[src/hdl/mms_pkg.sv]
// Shared types and constants for the moving mean-square block.
// No dependencies; imported by every module of the block except mms_ram.
`default_nettype none

package mms_pkg;

    localparam int WIN_W    = 10;   // window register and valid_count width
    localparam int CNT_W    = 11;   // entry count, holds one above the window
    localparam int MEAN_W   = 31;   // avg_power width
    localparam int DATA_W   = 32;   // APB data width
    localparam int ADDR_W   = 3;    // APB address width

    localparam logic [WIN_W-1:0] WIN_RESET = 10'd512;

    // register index, taken from paddr[2]
    localparam logic REG_WINDOW = 1'b0;

    typedef enum logic [2:0] {
        ST_IDLE,
        ST_WRITE,
        ST_CHECK,
        ST_DROP_RD,
        ST_DROP_SUB,
        ST_DIV,
        ST_DONE
    } back_state_t;

    typedef struct packed {
        logic busy;
        logic done;
    } div_status_t;

endpackage

`default_nettype wire

[src/hdl/mms_front.sv]
// Front end: accepts samples, squares them and queues the squares.
// Uses mms_pkg.
`default_nettype none

module mms_front #(
    parameter int SAMPLE_BITS = 16
) (
    input  wire logic                       clk,
    input  wire logic                       rst_n,
    input  wire logic [SAMPLE_BITS-1:0]     sample,
    input  wire logic                       sample_valid,
    output logic                            sample_stall,
    output logic                            sq_valid,
    output logic      [2*SAMPLE_BITS-2:0]   sq_data,
    input  wire logic                       sq_pop
);

    import mms_pkg::*;

    localparam int SQ_W = 2 * SAMPLE_BITS - 1;

    logic                   s1_valid_reg, s1_valid_next;
    logic [SAMPLE_BITS-1:0] mag_reg;
    logic [SAMPLE_BITS-1:0] mag;
    logic [2*SAMPLE_BITS-1:0] product;

    logic [SQ_W-1:0] q_mem [2];
    logic            q_wr_ptr_reg, q_rd_ptr_reg;
    logic [1:0]      q_cnt_reg, q_cnt_next;
    logic            q_full;
    logic            accept;
    logic            move;

    assign q_full       = (q_cnt_reg == 2'd2);
    assign sample_stall = s1_valid_reg && q_full;
    assign accept       = sample_valid && !sample_stall;
    assign move         = s1_valid_reg && !q_full;

    // magnitude fits SAMPLE_BITS unsigned, the most negative value included
    assign mag     = sample[SAMPLE_BITS-1] ? (~sample + 1'b1) : sample;
    assign product = mag_reg * mag_reg;

    assign sq_valid = (q_cnt_reg != 2'd0);
    assign sq_data  = q_mem[q_rd_ptr_reg];

    always_comb
    begin
        s1_valid_next = s1_valid_reg;
        if (accept)
        begin
            s1_valid_next = 1'b1;
        end
        else if (move)
        begin
            s1_valid_next = 1'b0;
        end
    end

    always_comb
    begin
        q_cnt_next = q_cnt_reg;
        if (move && !sq_pop)
        begin
            q_cnt_next = q_cnt_reg + 2'd1;
        end
        else if (!move && sq_pop)
        begin
            q_cnt_next = q_cnt_reg - 2'd1;
        end
    end

    always_ff @(posedge clk or negedge rst_n)
    begin
        if (!rst_n)
        begin
            s1_valid_reg <= 1'b0;
            q_cnt_reg    <= 2'd0;
            q_wr_ptr_reg <= 1'b0;
            q_rd_ptr_reg <= 1'b0;
        end
        else
        begin
            s1_valid_reg <= s1_valid_next;
            q_cnt_reg    <= q_cnt_next;
            if (move)
            begin
                q_wr_ptr_reg <= ~q_wr_ptr_reg;
            end
            if (sq_pop)
            begin
                q_rd_ptr_reg <= ~q_rd_ptr_reg;
            end
        end
    end

    always_ff @(posedge clk)
    begin
        if (accept)
        begin
            mag_reg <= mag;
        end
        if (move)
        begin
            q_mem[q_wr_ptr_reg] <= product[SQ_W-1:0];
        end
    end

endmodule

`default_nettype wire

[config.mk]
export PLATFORM = sky130hd
export DESIGN_NAME = mms_front
export DESIGN_NICKNAME = d
export VERILOG_FILES = /design/src/hdl/mms_pkg.sv /design/src/hdl/mms_front.sv
export SDC_FILE = /design/constraint.sdc
export NUM_CORES = 1
export LEC_CHECK = 0
export ABC_AREA = 0
export BUFFER_PORTS_ARGS = -buffer_cell sky130_fd_sc_hd__buf_2
export CORE_MARGIN = 4
export CORE_UTILIZATION = 39
export CTS_CLUSTER_DIAMETER = 50
export DETAILED_ROUTE_END_ITERATION = 10
export HOLD_SLACK_MARGIN = 0.15
export PLACE_DENSITY_LB_ADDON = 0.3
export SYNTH_ARGS = -nofsm -noshare
export SYNTH_HDL_FRONTEND = slang
export SYNTH_SLANG_ARGS = --single-unit
[constraint.sdc]
create_clock -name clk -period 7.71 [get_ports clk]
set_clock_uncertainty 0.2 [all_clocks]
set_input_delay 1.1565 -clock clk [delete_from_list [all_inputs] [get_ports clk]]
set_output_delay 1.1565 -clock clk [all_outputs]
set_load 0.02 [all_outputs]
==> results by group, run 1 <==
Timing
  • Post-route setup TNS: 0 ns
  • Rel. slew slack: 42.74%
  • Final Hold Viols: 0
  • Least-Margin Pin Slew: 0.8589 ns
  • Final worst-path cycle share: between 80% and 90%
  • RSZ-0062 raised after global routing: false
  • Final setup margin: ~1.0 ns
  • Fmax achieved: about 150 MHz
  • Slew Viols, Final: 0
  • Min cycle time layout: 6.662 ns
  • Final hold slack: between 0.3 and 0.4 ns
  • Final setup vio count: 0

Finish
  • Sequential Area: 2407 um2
  • Layout Nets: 1340
  • Share of cells above drive strength 1: about 11%
  • Final Util: a little over two fifths
  • FILL cells: 2530
  • Ant diodes: 0
  • Max reg flops: 60
  • Multi-input gate area: ~7000 um2
  • Synth-to-layout area growth: 8.185%

Route
  • Vias per cell: 4.803
  • DR iter-0 viols: 275
  • Routed wire length: 21170 um
  • ANT nets after route: 0
  • DR vias: around 6.7k
  • DRC Markers: 0
  • Post-DR wirelength/cell: 15.16 um
  • First-pass DRT Iterations: 5

Placed design
  • Placer Congestion: 0.8522
  • DP Worst Slack: between 1 and 1.5 ns
  • Port Buffers: between 50 and 60
  • HPWL Detailed: 17250 um

Yosys
  • Yosys top cell by area: fa_1
  • Synth unique cells: 57
  • Synthesized area: between 10000 and 15000 um2
  • Post-synthesis register bit count: 81
  • Largest cells by area after synthesis: fa_1 31%, edfxtp_1 22%, ha_1 12%
  • Syn nets: around 1.3k
  • Post-synth top area share: 30.84%
  • Most common library cells after synthesis: 253 x inv_1, 162 x fa_1, 102 x ha_1
  • Top-count cell post-synth: inv_1
  • Seq/Total Area, Yosys: around 23%
  • Synthesis Warnings: 0
  • Avg Cell Area, Syn: 10.30 um2
  • Number of flops mapped to enable cells by yosys: between 70 and 80
  • Top_reg_cell synth: edfxtp_1
  • Post-Synthesis Cells: 1021
  • Ys async rst share: 6.173%

Clock tree
  • Worst-skew pair later-pin latency: 0.35 ns
  • Postcts setup bufs: 0
  • Hold buffers post-CTS: 0
  • Clock tree root buffer cell: clkbuf_16
  • TritonCTS clock tree: done
  • Clock-pin slew on the worst setup and hold paths: 0.07 ns
  • Clk sink count: 81
  • Resized cells post-CTS: 0
  • Bufs on Longest Clock Path: 2
  • CTS Buf Count: 9
  • CTS H-Tree Depth: 3

Die
  • DIE AREA: 29660 um2
  • DIE WIDTH: 172.2 um
  • IO Count: 53
  • Die height: 172.2 um
  • Initial Util: 40.02%
  • FP Rows: 59
  • Core Region: 26280 um2

GRT
  • Antenna violations before repair: 0
  • Largest net degree at the start of global routing: 32
  • Vias in the first global route: approximately 7.1k
  • GRT overflow: 0
  • GRT Total Usage: between 15 and 20%
  • First-pass GRT wire length: 35600 um

Worst setup path
  • Crit Path Class: flip-flop to flip-flop
  • R2R Path Start: mag_reg[10]$_DFFE_PP_
  • R2r setup slk: 1.05 ns
  • R2R cell count: 20
  • Required time worst endpoint: 7.60 ns
  • Crit-path max FO: 16
  • Origin of the worst setup path: mag_reg[10]$_DFFE_PP_
  • CP endpoint kind: flip-flop
  • Worst r2r dst: q_mem[0][30]$_DFFE_PP_
  • CP arrival: 6.55 ns
  • Worst setup SP type: flip-flop

Min path
  • Hold WC Path Type: flip-flop to flip-flop
  • Worst min-delay path endpoint: q_cnt_reg[1]$_DFFE_PN0P_
  • Hold Startpoint: q_cnt_reg[1]$_DFFE_PN0P_
  • Hold Path Depth: 1

Run
  • Max-cap viol count: 0

Outcome
  • Outcome: complete, no violations
area by class of cell:
class	instances	area share, %
well taps	335	3.684
repair buffers	54	2.441
flip-flops and latches	81	21.16
multi-input cells	657	61.87
clock inverters	7	0.5278
inverters	253	8.346
clock buffers	9	1.979
worst max-delay path, cell delays in order (launching register included):
cell and delay (ns):
edfxtp_1 0.68, and2_1 0.33, fa_1 0.49, inv_1 0.06, fa_1 0.53, inv_1 0.05
fa_1 0.51, inv_1 0.06, fa_1 0.52, inv_1 0.05, fa_1 0.47, inv_1 0.05
fa_1 0.53, inv_1 0.04, ha_1 0.36, nand4_1 0.12, a31oi_1 0.28, o21ai_1 0.22
o31ai_1 0.49, a31oi_1 0.18, xnor2_1 0.17
cells by family after synthesis:
group	after synthesis	share of synthesized area (%)
adder cells (fa/ha/maj)	264	42.97
buffers and inverters	283	10.21
XOR/XNOR	56	4.663
flip-flops	81	22.89
AND/OR/NAND/NOR	215	9.874
multiplexers	32	3.414
other	1	0.03565
AO/OA/AOI/OAI	89	5.948
routing by layer:
metal	up-vias	wire [um]	global-route usage [%]
met5	-	0	0
met4	0	268	3.213
met3	16	1271	2.538
met2	150	9357	23.40
met1	3293	10270	22.61
li1	3246	-	-
how the worst max path moves through the flow:
| stage | to | depth (start not counted) | slack [ns] |
|---|---|---|---|
| floorplan | q_mem[0][23]$_DFFE_PP_ | 22 | 1.56 |
| global placement | q_mem[0][30]$_DFFE_PP_ | 20 | 1.17 |
| detailed placement | q_mem[1][30]$_DFFE_PP_ | 20 | 1.03 |
| CTS | q_mem[0][30]$_DFFE_PP_ | 20 | 1.04 |
| global route | q_mem[0][27]$_DFFE_PP_ | 19 | 0.71 |
| finish | q_mem[0][30]$_DFFE_PP_ | 20 | 1.05 |
through the flow:
step,cells,area [um2]
2_1_floorplan,1021,10520
3_3_place_gp,1380,11090
3_5_place_dp,1380,11090
4_1_cts,1396,11380
5_1_grt,1396,11380
6_report,1396,11380
placed cells by master (no fill, tap or decap), types with 3 or more instances in the layout:
| cell type | synthesis | layout |
|---|---|---|
| inv_1 | 253 | 253 |
| fa_1 | 162 | 162 |
| ha_1 | 102 | 102 |
| nand2_1 | 94 | 94 |
| edfxtp_1 | 76 | 76 |
| buf_2 | 2 | 51 |
| xnor2_1 | 44 | 44 |
| and2_1 | 41 | 41 |
| nor2_1 | 33 | 32 |
| mux2_2 | 31 | 31 |
| a21oi_1 | 28 | 28 |
| o21ai_0 | 14 | 14 |
| xor2_1 | 12 | 12 |
| nand3_1 | 12 | 12 |
| a21o_1 | 11 | 11 |
| clkbuf_16 | 0 | 9 |
| nand2b_1 | 5 | 5 |
| and3_1 | 5 | 5 |
| o31ai_1 | 5 | 5 |
| inv_6 | 0 | 5 |
| dfrtp_1 | 5 | 5 |
| nor2b_1 | 4 | 4 |
| or2_2 | 4 | 4 |
| nand4_1 | 4 | 4 |
| o21bai_1 | 4 | 4 |
| o21ai_1 | 3 | 3 |
| nor3_1 | 3 | 3 |
| o41ai_1 | 3 | 3 |
| buf_4 | 1 | 3 |
Power of run 1 is left out: the tool's default activity adds up to more than one toggle a clock period on the data nets, which glitch-free logic cannot reach.
==> run 2: changes to the inputs <==
clock period = 7.9 ns   (was 7.71 ns; I/O delays follow)
==> run 2 against run 1 <==
Die area stayed put. Register-to-register slack better by 0.22 ns. Worst setup slack gained 0.22 ns. Highest routed layer unchanged. Non-clock buffer count did not move.
==> results by group, run 2 (synthesis gave the netlist of run 1 again) <==
Route
  • Routed wire length: ~21000 um
  • Post-DR wirelength/cell: 15.30 um
  • Vias per cell: about 4.8
  • DRC Markers: 0
  • ANT nets after route: 0
  • DR iter-0 viols: around 330
  • First-pass DRT Iterations: 5
  • DR vias: 6765

Timing
  • RSZ-0062 raised after global routing: false
  • Post-route setup TNS: 0 ns
  • Fmax achieved: 150.7 MHz
  • Rel. slew slack: 42.40%
  • Slew Viols, Final: 0
  • Min cycle time layout: 6.637 ns
  • Final Hold Viols: 0
  • Final worst-path cycle share: a little over four fifths
  • Least-Margin Pin Slew: 0.8639 ns
  • Final setup vio count: 0

Finish
  • Most common library cell in the layout ignoring fill and taps: inv_1
  • Ant diodes: 0
  • Share of cells above drive strength 1: between 10% and 20%
  • Layout Nets: 1340
  • Final Util: 43.44%
  • Synth-to-layout area growth: 8.541%
  • Commonest cells after routing, fill and taps aside: 253 x inv_1, 162 x fa_1, 102 x ha_1
  • Non-filler cells, final: about 1.4k
  • Max reg flops: 60

Die
  • Core Region: 26280 um2
  • FP Rows: 59
  • Initial Util: 40.02%
  • Die height: approximately 170 um
  • IO Count: 53
  • DIE AREA: just under 30000 um2
  • DIE WIDTH: 172.2 um

Worst setup path
  • Required time worst endpoint: about 7.8 ns
  • CP endpoint kind: flip-flop
  • Worst setup SP type: flip-flop
  • Critical Path, Cell by Cell: and2_1, fa_1, inv_1, fa_1, inv_1, fa_1, inv_1, fa_1, inv_1, fa_1, inv_1, fa_1, inv_1, ha_1, a21oi_1, o21ai_0, or3_1, o21ai_1, o31ai_1, a31oi_1, xnor2_1
  • Crit Path Class: flip-flop to flip-flop
  • R2R cell count: 21
  • Crit-path max FO: 16
  • Levels on crit path: 21
  • CP max-delay cell: edfxtp_1
  • Slowest stage delay, CP: 0.68 ns
  • CP arrival: approximately 6.5 ns
  • Family with the most delay on the worst path: adder cells
  • WP buf/inv: 6
  • R2r setup slk: 1.26 ns

Min path
  • Hold WC Path Type: flip-flop to flip-flop
  • Hold Path Depth: 1

GRT
  • Vias in the first global route: 7175
  • GRT Total Usage: 15.32%
  • First-pass GRT wire length: around 36000 um
  • GRT overflow: 0
  • Largest net degree at the start of global routing: 32
  • Antenna violations before repair: 0

Placed design
  • HPWL Detailed: 17230 um
  • Post-Place Cells: roughly 1.4k
  • Placer Congestion: 0.8522
  • Port Buffers: 51

Clock tree
  • Resized cells post-CTS: 0
  • CTS H-Tree Depth: 3
  • Clock tree root buffer cell: clkbuf_16
  • Postcts setup bufs: 0
  • Bufs on Longest Clock Path: 2
  • Worst-skew pair later-pin latency: about 0.35 ns
  • Clock-pin slew on the worst setup and hold paths: 0.07 ns
  • TritonCTS clock tree: done
  • Clk sink count: 81
  • CTS Buf Count: 9
  • Hold buffers post-CTS: 0

Outcome
  • Outcome: complete, no violations

Run
  • Max-cap viol count: 0
==> run 2: cell types whose count changed in the layout (fill, tap and decap cells not counted), sizes merged <==
cell      delta
clkinvlp     +1
clkbuf       +1
inv          -6
bufinv       +2
clkinv       +2
==> run 2: routing by layer <==
layer | vias up | GRT usage, % | part of all wire [%]
li1 | 3244 | - | -
met1 | 3364 | 22.77 | 51
met2 | 140 | 23.82 | 44
met3 | 17 | 2.538 | 4.5
met4 | 0 | 3.178 | 1.2
met5 | - | 0 | 0
==> run 2: area by class of cell <==
type,instances,area [um2]
clock inverters,6,93.84
inverters,253,949.7
repair buffers,54,277.8
fillers,2498,14860
flip-flops and latches,81,2407
well taps,335,419.2
multi-input cells,657,7039
clock buffers,10,229.0
==> run 2: worst register-to-register path, stage by stage, from the launching register on <==
cell and delay, ns:
edfxtp_1 0.68, and2_1 0.33, fa_1 0.49, inv_1 0.06
fa_1 0.53, inv_1 0.05, fa_1 0.51, inv_1 0.06
fa_1 0.52, inv_1 0.05, fa_1 0.48, inv_1 0.06
fa_1 0.52, inv_1 0.04, ha_1 0.36, a21oi_1 0.17
o21ai_0 0.13, or3_1 0.32, o21ai_1 0.31, o31ai_1 0.19
a31oi_1 0.22, xnor2_1 0.10
==> run 2: through the flow <==
stage | worst slack, ns | hold WS [ns] | cell area (um2)
finish | 1.263 | 0.3146 | 11420
global route | 0.8929 | 0.3430 | 11420
CTS | 1.256 | 0.3222 | 11420
detailed placement | 1.234 | 0.3089 | 11090
global placement | 1.363 | 0.2970 | 11090
floorplan | 1.750 | 0.2608 | 10520
==> run 2: path summary, 6_finish.rpt <==
path,start,endpoint
min in group asynchronous,rst_n,q_rd_ptr_reg$_DFFE_PN0P_
hold reg to reg,q_cnt_reg[1]$_DFFE_PN0P_,q_cnt_reg[1]$_DFFE_PN0P_
setup / recovery,mag_reg[10]$_DFFE_PP_,q_mem[0][30]$_DFFE_PP_
max in group asynchronous,rst_n,q_wr_ptr_reg$_DFFE_PN0P_
hold / removal,q_cnt_reg[1]$_DFFE_PN0P_,q_cnt_reg[1]$_DFFE_PN0P_
setup reg to reg,mag_reg[10]$_DFFE_PP_,q_mem[0][30]$_DFFE_PP_
Power of run 2 is left out for the same reason.
